## src/sv/swsfr_pkg.sv

```systemverilog
// swsfr_pkg: shared constants, codes and derived widths of the sliding window sender.
// No dependencies; the sender RTL refers to it by scoped names.
package swsfr_pkg;

   // ring geometry and stored payload width
   localparam int RING_DEPTH   = 8;
   localparam int PAYLOAD_BITS = 32;
   localparam int RING_AW      = $clog2(RING_DEPTH);
   // a remainder before its final correction stays below 2 * RING_DEPTH
   localparam int SLOT_RW      = $clog2(2 * RING_DEPTH);

   // seq mod RING_DEPTH by reciprocal: q = (seq * RECIP) >> RECIP_SHIFT is q_true or q_true - 1
   localparam int RECIP_SHIFT  = 32 + $clog2(RING_DEPTH) - 1;
   localparam logic [31:0] RECIP =
      32'(((64'd1 << RECIP_SHIFT) - 64'd1) / 64'(RING_DEPTH));

   // field widths
   localparam int SEQ_W  = 32;
   localparam int FUNC_W = 2;
   localparam int KIND_W = 3;
   localparam int WIN_W  = 4;
   localparam int THR_W  = 3;
   localparam int CSR_IDX_W = 2;

   // item kinds
   localparam logic [FUNC_W-1:0] FN_SEND    = 2'd0;
   localparam logic [FUNC_W-1:0] FN_ACK     = 2'd1;
   localparam logic [FUNC_W-1:0] FN_TIMEOUT = 2'd2;

   // result kinds
   localparam logic [KIND_W-1:0] K_REFUSED = 3'd0;
   localparam logic [KIND_W-1:0] K_SENT    = 3'd1;
   localparam logic [KIND_W-1:0] K_SLID    = 3'd2;
   localparam logic [KIND_W-1:0] K_FAST    = 3'd3;
   localparam logic [KIND_W-1:0] K_TIMEOUT = 3'd4;
   localparam logic [KIND_W-1:0] K_IGNORED = 3'd5;

   // configuration register indexes
   localparam logic [CSR_IDX_W-1:0] CSR_WINDOW  = 2'd0;
   localparam logic [CSR_IDX_W-1:0] CSR_DUP_THR = 2'd1;

   // reset values
   localparam logic [WIN_W-1:0] WINDOW_RST  = 4'd4;
   localparam logic [THR_W-1:0] DUP_THR_RST = 3'd4;
   localparam logic [SEQ_W-1:0] SEQ_RST     = 32'd1;

endpackage

```

## src/sv/swsfr_ram.sv

```systemverilog
// swsfr_ram: generic single-write, single-read RAM with registered read data.
// Standalone; no package dependency.
module swsfr_ram #(
   parameter int WIDTH = 32,
   parameter int DEPTH = 8
) (
   input  logic                     clock,
   input  logic                     wr_en,
   input  logic [$clog2(DEPTH)-1:0] wr_addr,
   input  logic [WIDTH-1:0]         wr_data,
   input  logic                     rd_en,
   input  logic [$clog2(DEPTH)-1:0] rd_addr,
   output logic [WIDTH-1:0]         rd_data
);

   logic [WIDTH-1:0] mem [DEPTH];
   logic [WIDTH-1:0] rd_data_ff;

   always_ff @(posedge clock) begin
      if (wr_en) begin
         mem[wr_addr] <= wr_data;
      end
      if (rd_en) begin
         rd_data_ff <= mem[rd_addr];
      end
   end

   assign rd_data = rd_data_ff;

endmodule

```

## src/sv/sliding_window_sender_fast_retx.sv

```systemverilog
// Go-back-N sender with fast retransmit: one result beat per request beat.
// Send, ack and refused beats give their result in the cycle after acceptance; fast retransmit
// and timeout beats pass reciprocal multiply, slot fix-up + ring read, read data to output.
// Throughput: 1 beat/cycle without a ring read when rsp_stall is low; a beat with one stalls new
// requests until its result is loaded (single ring read port, two-stage slot computation).
// Reset (sync, active high): base = next = 1, dup count 0, window 4, threshold 4; ring not cleared.
module sliding_window_sender_fast_retx (
   input  logic                                 clock,
   input  logic                                 reset,
   // request channel
   input  logic                                 req_valid,
   output logic                                 req_stall,
   input  logic [swsfr_pkg::FUNC_W-1:0]         req_func,
   input  logic [31:0]                          req_payload,
   input  logic [31:0]                          req_ack_number,
   input  logic                                 req_ack_checksum_ok,
   input  logic [31:0]                          req_timeout_seq,
   // response channel
   output logic                                 rsp_valid,
   input  logic                                 rsp_stall,
   output logic [swsfr_pkg::KIND_W-1:0]         rsp_kind,
   output logic [31:0]                          rsp_tx_seq,
   output logic [31:0]                          rsp_tx_payload,
   output logic [31:0]                          rsp_stop_first,
   output logic [31:0]                          rsp_stop_end,
   // configuration write channel
   input  logic                                 csr_valid,
   output logic                                 csr_ready,
   input  logic [swsfr_pkg::CSR_IDX_W-1:0]      csr_index,
   input  logic [swsfr_pkg::WIN_W-1:0]          csr_data
);

   localparam int SEQ_W   = swsfr_pkg::SEQ_W;
   localparam int AW      = swsfr_pkg::RING_AW;
   localparam int RW      = swsfr_pkg::SLOT_RW;
   localparam int DEPTH   = swsfr_pkg::RING_DEPTH;
   localparam int PB      = swsfr_pkg::PAYLOAD_BITS;

   // sequencer states
   localparam logic [1:0] ST_IDLE = 2'd0;   // takes request beats
   localparam logic [1:0] ST_MOD  = 2'd1;   // fix up slot, issue ring read
   localparam logic [1:0] ST_RD   = 2'd2;   // ring data ready, wait for output register

   // ------------------------------------------------------------------
   // registers
   // ------------------------------------------------------------------
   logic [1:0]                    state_ff,     state_in;
   logic [swsfr_pkg::WIN_W-1:0]   window_ff,    window_in;
   logic [swsfr_pkg::THR_W-1:0]   dup_thr_ff,   dup_thr_in;
   logic [SEQ_W-1:0]              base_seq_ff,  base_seq_in;
   logic [SEQ_W-1:0]              next_seq_ff,  next_seq_in;
   logic [AW-1:0]                 next_slot_ff, next_slot_in;
   logic [swsfr_pkg::THR_W-1:0]   dup_cnt_ff,   dup_cnt_in;

   // pending ring read: kind, sequence, reciprocal quotient estimate
   logic [swsfr_pkg::KIND_W-1:0]  pend_kind_ff, pend_kind_in;
   logic [SEQ_W-1:0]              pend_seq_ff,  pend_seq_in;
   logic [SEQ_W-1:0]              quot_ff,      quot_in;

   // output register
   logic                          rsp_valid_ff, rsp_valid_in;
   logic [swsfr_pkg::KIND_W-1:0]  rsp_kind_ff,  rsp_kind_in;
   logic [31:0]                   rsp_seq_ff,   rsp_seq_in;
   logic [31:0]                   rsp_pay_ff,   rsp_pay_in;
   logic [31:0]                   rsp_first_ff, rsp_first_in;
   logic [31:0]                   rsp_end_ff,   rsp_end_in;

   // ------------------------------------------------------------------
   // combinational decode
   // ------------------------------------------------------------------
   logic                 out_free;
   logic                 accept;
   logic                 refuse;
   logic [SEQ_W:0]       win_ext;
   logic [SEQ_W:0]       win_limit;
   logic [swsfr_pkg::THR_W-1:0] dup_inc;
   logic [SEQ_W-1:0]     rd_seq;
   logic [2*SEQ_W-1:0]   prod;
   logic [RW-1:0]        qd_low;
   logic [RW-1:0]        rem;
   logic [AW-1:0]        rd_slot;
   logic                 ring_wr;
   logic                 ring_rd;
   logic [PB-1:0]        ring_rdata;

   // output register frees up when empty or drained this cycle
   assign out_free  = !rsp_valid_ff || !rsp_stall;
   assign req_stall = (state_ff != ST_IDLE) || !out_free;
   assign accept    = req_valid && !req_stall;
   assign csr_ready = 1'b1;

   // window saturates at the ring depth; limit formed at 33 bits so it never wraps
   assign win_ext   = (33'(window_ff) > 33'(DEPTH)) ? 33'(DEPTH) : 33'(window_ff);
   assign win_limit = {1'b0, base_seq_ff} + win_ext;
   assign refuse    = {1'b0, next_seq_ff} >= win_limit;
   assign dup_inc   = dup_cnt_ff + 3'd1;

   // sequence whose slot is read: base for fast retransmit, else the expired timer
   assign rd_seq = (req_func == swsfr_pkg::FN_ACK) ? base_seq_ff : req_timeout_seq;
   assign prod   = {32'd0, rd_seq} * {32'd0, swsfr_pkg::RECIP};

   // slot = seq - q*DEPTH, needs only the low bits; one correction step
   assign qd_low  = RW'(quot_ff[RW-1:0]) * RW'(DEPTH);
   assign rem     = pend_seq_ff[RW-1:0] - qd_low;
   assign rd_slot = (rem >= RW'(DEPTH)) ? AW'(rem - RW'(DEPTH)) : AW'(rem);

   assign ring_wr = accept && (req_func == swsfr_pkg::FN_SEND) && !refuse;
   assign ring_rd = (state_ff == ST_MOD);

   always_comb begin
      state_in     = state_ff;
      window_in    = window_ff;
      dup_thr_in   = dup_thr_ff;
      base_seq_in  = base_seq_ff;
      next_seq_in  = next_seq_ff;
      next_slot_in = next_slot_ff;
      dup_cnt_in   = dup_cnt_ff;
      pend_kind_in = pend_kind_ff;
      pend_seq_in  = pend_seq_ff;
      quot_in      = quot_ff;
      rsp_valid_in = rsp_valid_ff && rsp_stall;
      rsp_kind_in  = rsp_kind_ff;
      rsp_seq_in   = rsp_seq_ff;
      rsp_pay_in   = rsp_pay_ff;
      rsp_first_in = rsp_first_ff;
      rsp_end_in   = rsp_end_ff;

      // config writes must arrive only while idle; the block itself does not enforce it
      if (csr_valid && csr_ready) begin
         case (csr_index)
            swsfr_pkg::CSR_WINDOW:  window_in  = csr_data;
            swsfr_pkg::CSR_DUP_THR: dup_thr_in = csr_data[swsfr_pkg::THR_W-1:0];
            default: ;
         endcase
      end

      case (state_ff)
         ST_IDLE: begin
            if (accept) begin
               // default: immediate result with all payload fields zero
               rsp_valid_in = 1'b1;
               rsp_kind_in  = swsfr_pkg::K_IGNORED;
               rsp_seq_in   = '0;
               rsp_pay_in   = '0;
               rsp_first_in = '0;
               rsp_end_in   = '0;
               quot_in      = 32'(prod >> swsfr_pkg::RECIP_SHIFT);
               pend_seq_in  = rd_seq;
               case (req_func)
                  swsfr_pkg::FN_SEND: begin
                     if (refuse) begin
                        rsp_kind_in = swsfr_pkg::K_REFUSED;
                     end else begin
                        rsp_kind_in = swsfr_pkg::K_SENT;
                        rsp_seq_in  = next_seq_ff;
                        rsp_pay_in  = 32'(PB'(req_payload));
                        next_seq_in = next_seq_ff + 32'd1;
                        // slot follows the sequence; a 32-bit wrap lands on slot 0
                        if ((next_seq_ff == '1) || (next_slot_ff == AW'(DEPTH - 1))) begin
                           next_slot_in = '0;
                        end else begin
                           next_slot_in = next_slot_ff + AW'(1);
                        end
                     end
                  end
                  swsfr_pkg::FN_ACK: begin
                     if (!req_ack_checksum_ok || (req_ack_number < base_seq_ff)) begin
                        rsp_kind_in = swsfr_pkg::K_IGNORED;
                     end else if (req_ack_number > base_seq_ff) begin
                        rsp_kind_in  = swsfr_pkg::K_SLID;
                        rsp_first_in = base_seq_ff;
                        rsp_end_in   = req_ack_number;
                        dup_cnt_in   = '0;
                        base_seq_in  = req_ack_number;
                     end else if (next_seq_ff <= base_seq_ff) begin
                        // nothing outstanding at base
                        rsp_kind_in = swsfr_pkg::K_IGNORED;
                     end else if (dup_inc == dup_thr_ff) begin
                        // fast retransmit: result comes after the ring read
                        dup_cnt_in   = '0;
                        rsp_valid_in = 1'b0;
                        pend_kind_in = swsfr_pkg::K_FAST;
                        state_in     = ST_MOD;
                     end else begin
                        dup_cnt_in  = dup_inc;
                        rsp_kind_in = swsfr_pkg::K_IGNORED;
                     end
                  end
                  swsfr_pkg::FN_TIMEOUT: begin
                     rsp_valid_in = 1'b0;
                     pend_kind_in = swsfr_pkg::K_TIMEOUT;
                     state_in     = ST_MOD;
                  end
                  default: begin
                     rsp_kind_in = swsfr_pkg::K_IGNORED;
                  end
               endcase
            end
         end
         ST_MOD: begin
            state_in = ST_RD;
         end
         ST_RD: begin
            // ring data holds until the output register takes it
            if (out_free) begin
               rsp_valid_in = 1'b1;
               rsp_kind_in  = pend_kind_ff;
               rsp_seq_in   = pend_seq_ff;
               rsp_pay_in   = 32'(ring_rdata);
               rsp_first_in = '0;
               rsp_end_in   = '0;
               state_in     = ST_IDLE;
            end
         end
         default: begin
            state_in = ST_IDLE;
         end
      endcase
   end

   always_ff @(posedge clock) begin
      if (reset) begin
         state_ff     <= ST_IDLE;
         window_ff    <= swsfr_pkg::WINDOW_RST;
         dup_thr_ff   <= swsfr_pkg::DUP_THR_RST;
         base_seq_ff  <= swsfr_pkg::SEQ_RST;
         next_seq_ff  <= swsfr_pkg::SEQ_RST;
         next_slot_ff <= AW'(1);
         dup_cnt_ff   <= '0;
         rsp_valid_ff <= 1'b0;
      end else begin
         state_ff     <= state_in;
         window_ff    <= window_in;
         dup_thr_ff   <= dup_thr_in;
         base_seq_ff  <= base_seq_in;
         next_seq_ff  <= next_seq_in;
         next_slot_ff <= next_slot_in;
         dup_cnt_ff   <= dup_cnt_in;
         rsp_valid_ff <= rsp_valid_in;
      end
   end

   // payload-side registers, no reset needed
   always_ff @(posedge clock) begin
      pend_kind_ff <= pend_kind_in;
      pend_seq_ff  <= pend_seq_in;
      quot_ff      <= quot_in;
      rsp_kind_ff  <= rsp_kind_in;
      rsp_seq_ff   <= rsp_seq_in;
      rsp_pay_ff   <= rsp_pay_in;
      rsp_first_ff <= rsp_first_in;
      rsp_end_ff   <= rsp_end_in;
   end

   // ------------------------------------------------------------------
   // packet ring
   // ------------------------------------------------------------------
   swsfr_ram #(
      .WIDTH (PB),
      .DEPTH (DEPTH)
   ) u_ring (
      .clock   (clock),
      .wr_en   (ring_wr),
      .wr_addr (next_slot_ff),
      .wr_data (PB'(req_payload)),
      .rd_en   (ring_rd),
      .rd_addr (rd_slot),
      .rd_data (ring_rdata)
   );

   assign rsp_valid      = rsp_valid_ff;
   assign rsp_kind       = rsp_kind_ff;
   assign rsp_tx_seq     = rsp_seq_ff;
   assign rsp_tx_payload = rsp_pay_ff;
   assign rsp_stop_first = rsp_first_ff;
   assign rsp_stop_end   = rsp_end_ff;

   // ------------------------------------------------------------------
   // assertions
   // ------------------------------------------------------------------
   // corrected slot always lands inside the ring
   a_slot_range: assert property (@(posedge clock) disable iff (reset)
      (state_ff == ST_MOD) |-> ({1'b0, rem} < (RW + 1)'(2 * DEPTH)) &&
                               ({1'b0, rd_slot} < (AW + 1)'(DEPTH)))
      else $error("ring slot out of range");

   // slot fix-up always hands over to the read stage
   a_mod_to_rd: assert property (@(posedge clock) disable iff (reset)
      (state_ff == ST_MOD) |=> (state_ff == ST_RD))
      else $error("slot stage did not advance");

   // read data is delivered as soon as the output register is free
   a_rd_drain: assert property (@(posedge clock) disable iff (reset)
      (state_ff == ST_RD) && out_free |=> (state_ff == ST_IDLE) && rsp_valid_ff)
      else $error("read result not loaded");

   // a response appears only from an accepted beat or a completed ring read
   a_rsp_source: assert property (@(posedge clock) disable iff (reset)
      $rose(rsp_valid_ff) |-> $past(accept) || $past(state_ff == ST_RD))
      else $error("response without a source");

endmodule
```

## config.mk

```make
export PLATFORM = sky130hd
export DESIGN_NAME = sliding_window_sender_fast_retx
export DESIGN_NICKNAME = d
export VERILOG_FILES = /design/src/sv/swsfr_pkg.sv /design/src/sv/swsfr_ram.sv /design/src/sv/sliding_window_sender_fast_retx.sv
export SDC_FILE = /design/constraint.sdc
export NUM_CORES = 1
export LEC_CHECK = 0
export ABC_AREA = 1
export BUFFER_PORTS_ARGS = -buffer_cell sky130_fd_sc_hd__buf_2
export CORE_MARGIN = 4
export CORE_UTILIZATION = 40
export DETAILED_ROUTE_END_ITERATION = 12
export MAX_ROUTING_LAYER = met4
export PLACE_DENSITY = 0.66
export REMOVE_ABC_BUFFERS = 1
export SYNTH_ARGS = -nofsm -noshare
export SYNTH_HDL_FRONTEND = slang
export SYNTH_SLANG_ARGS = --single-unit
```

## constraint.sdc

```tcl
create_clock -name clock -period 10.35 [get_ports clock]
set_input_delay 0 -clock clock [delete_from_list [all_inputs] [get_ports clock]]
set_output_delay 0 -clock clock [all_outputs]
set_load 0.01 [all_outputs]
```

==> metrics <==
overall die area ~65000 µm²; Initial DRT Pass Iterations 6; Final Hold Viols 0; placed cell area 26420 µm²; # DRC 0; Root Driver clkbuf_16; I/O Buffers 242; leakage 11.14 nW; cell count of the worst hold path 5; pin count of the biggest net entering global routing between 100 and 150; # nets final 2926; Post-Route Utilization about 50%; worst r2r src window_ff[3]$_SDFFE_PP0P_; clock sink count 533; Hold EP pend_kind_ff[1]$_DFFE_PP_; H-tree depth 2; Final Critical Period 6.348 ns; met1 WL 27970 µm; clk_skew approximately 0.042 ns; Mapped Avg Cell Area 10.25 µm²; vias in the first global route 18920; Gate Count Post-Synth roughly 2400; RR Endpoint u_ring.mem[0][21]$_DFFE_PP_; final setup fails 0; clock tree buffer depth 3; grt total ovfl 0; CP Launch Type flop; first-pass GRT wire length 105700 µm; Post-Route WL a little under 70000 µm; status completed; register area 15200 µm²; worst reg-to-reg path cell count 20; via count 18460; met2 WL 34340 µm; First DRT Iteration DRCs ~1300; required time of the critical path about 11 ns; Hold Startpoint req_func[0]; CTS clock-pin slew for the worst setup and hold paths 0.06 ns; dpl hpwl 43480 µm; TritonCTS clock tree done; Initial Util 40.49%; setup TNS 0 ns; share of cells above drive strength 1 14.18%; Syn. warnings 0; final period utilization 61.33%; Slew HR between 10% and 20%; WS Path Type flop to flop; Critical Path Fanout Max 39; Post-Syn Area 24480 µm²; Netlist cell types 42; Least-Margin Pin Slew 1.261 ns; VDD IR max ~0.15 mV; GRT Util Overall 20.79%; RSZ-0062 raised after global routing no; sequential-to-total area share from yosys stat 62.10%; minimum setup slack among reg-to-reg paths 4.00 ns; Pwr Density approximately 170 nW/µm²; Finished Cell Area 29570 µm²; Synth-to-Final Area Change 20.80%; CP endpoint kind flop; row count 90; Tightest Hold Check Type input port to flop; most common cell after layout, fill and taps aside edfxtp_1; Avg WL per Cell 19.13 µm; Routed Antenna Nets 0; Max Cap Violations 0; Core Region roughly 60000 µm²; Multi-input gate area 8310 µm²; fin. max-slew vios 0; Top Layer Used met4; number of synthesized register bits between 500 and 600; initial antenna violation count 1; fmax between 150 and 200 MHz; Vias/cell between 5 and 6; crit path DAT roughly 6.6 ns; Fillers roughly 5400; cts bufs inserted 57; commonest cells after routing, fill and taps aside 453 x edfxtp_1, 443 x nor2_1, 371 x nand2_1; Worst-Skew Late Latency around 0.64 ns; IO Count 244; die height 255.4 µm; Die Wd 255.4 µm; Placer Congestion between 0.9 and 1; Routed met3 length 3681 µm
==> power breakdown <==
group | internal, W | leakage (nW) | total [W] | switching, W
registers | 0.00241 | 4.90 | 0.00244 | 0.0000259
logic | 0.000156 | 5.27 | 0.000464 | 0.000308
clock network | 0.00127 | 0.962 | 0.00214 | 0.000871
total | 0.00384 | 11.1 | 0.00505 | 0.00121
==> Yosys cell counts, drive strengths merged <==
| cell type | number | share of area [%] |
|---|---|---|
| buf | 29 | 0.62 |
| a21oi | 83 | 1.7 |
| a31o | 1 | 0.036 |
| clkinv | 2 | 0.036 |
| clkbuf | 88 | 1.3 |
| nor3b | 1 | 0.031 |
| nand4 | 60 | 1.5 |
| nor2 | 456 | 7.1 |
| edfxtp | 453 | 56 |
| nand2 | 378 | 5.8 |
| a21o | 1 | 0.031 |
| a31oi | 32 | 0.82 |
| or2 | 2 | 0.061 |
| xnor2 | 8 | 0.29 |
| nor3 | 43 | 0.96 |
| conb | 1 | 0.015 |
| ha | 107 | 5.5 |
| o22ai | 35 | 0.89 |
| nand3b | 5 | 0.15 |
| o21a | 2 | 0.061 |
| nor4 | 6 | 0.15 |
| fa | 1 | 0.082 |
| xor2 | 53 | 1.9 |
| o211ai | 3 | 0.092 |
| dfxtp | 80 | 6.5 |
| o21ai | 272 | 5.6 |
| nand3 | 34 | 0.72 |
| inv | 150 | 2.3 |
| a211oi | 2 | 0.061 |
| a22oi | 1 | 0.031 |
==> worst max-delay path, cell delays in order (launching register included) <==
cell,delay (ns)
dfxtp_1,0.34
nor2_1,0.12
ha_1,0.21
fa_1,0.25
nand3_1,0.12
a21oi_1,0.27
nand2_1,0.14
nor3_1,0.47
nand3_1,0.25
nor3_1,0.23
xor2_1,0.20
ha_1,0.28
a21oi_1,0.16
nor2_1,0.07
a211oi_1,0.21
nand2_1,0.09
nand2_1,0.07
buf_4,0.34
nand3_2,0.67
or2_4,0.55
nor2_4,0.91
==> routing by layer <==
| layer | GRT usage [%] | vias up |
|---|---|---|
| li1 | - | 8932 |
| met1 | 25.16 | 8841 |
| met2 | 36.34 | 567 |
| met3 | 3.159 | 120 |
| met4 | 5.883 | 0 |
| met5 | - | - |
==> final cells by class <==
| class | instances | area share [%] |
|---|---|---|
| inverters | 152 | 1.942 |
| clock buffers | 68 | 5.102 |
| well taps | 782 | 3.309 |
| flip-flops and latches | 533 | 51.41 |
| clock inverters | 40 | 1.620 |
| repair buffers | 377 | 8.504 |
| diodes | 1 | 0.008462 |
| multi-input cells | 1587 | 28.10 |
==> timing repair <==
action                    in CTS  in global routing
resized for setup              0                  0
hold endpoints to repair     429                  0
hold buffers                 116                  0
buffers inserted               0                  0
==> worst max path at each step <==
stage                              start                           to  slack [ns]
2_1_floorplan       rsp_valid$_SDFF_PP0_        rsp_kind[0]$_DFFE_PP_       -0.49
3_3_place_gp   window_ff[3]$_SDFFE_PP0P_  u_ring.mem[0][26]$_DFFE_PP_        4.35
3_5_place_dp   window_ff[3]$_SDFFE_PP0P_  u_ring.mem[2][10]$_DFFE_PP_        4.08
4_1_cts        window_ff[3]$_SDFFE_PP0P_   u_ring.mem[2][7]$_DFFE_PP_        4.04
5_1_grt        window_ff[3]$_SDFFE_PP0P_  u_ring.mem[0][27]$_DFFE_PP_        3.60
6_report       window_ff[3]$_SDFFE_PP0P_  u_ring.mem[0][21]$_DFFE_PP_        4.00
==> stage by stage <==
stage               power (W)  worst slack, ns  hold WS, ns  std cells
global route         0.005238            3.600       0.1123       3540
global placement     0.002906            4.354       0.2206       3315
detailed placement   0.002918            4.078       0.2264       3315
floorplan            0.002734          -0.4924      0.06907       2272
CTS                  0.005098            4.039      0.01599       3539
finish               0.005046            4.002      0.06454       3540
==> logic make-up after synthesis <==
family / synth area share [%]
AO/OA/AOI/OAI: 9.281
XOR/XNOR: 2.182
adder cells (fa/ha/maj): 5.550
buffers and inverters: 4.308
flip-flops: 62.10
other: 0.01532
AND/OR/NAND/NOR: 16.56
==> sequential cells by signal, indices dropped and copies added (netlist names) <==
signal / flops
next_seq_ff: 32
window_ff: 4
rsp_valid: 1
rsp_kind: 3
state_ff: 2
rsp_tx_seq: 32
rsp_stop_end: 32
base_seq_ff: 32
dup_cnt_ff: 3
pend_kind_ff: 2
rsp_stop_first: 32
rsp_tx_payload: 32
u_ring.mem: 256
next_slot_ff: 3
dup_thr_ff: 3
u_ring.rd_data: 32
pend_seq_ff: 32
(Power assumes the default switching activity.)
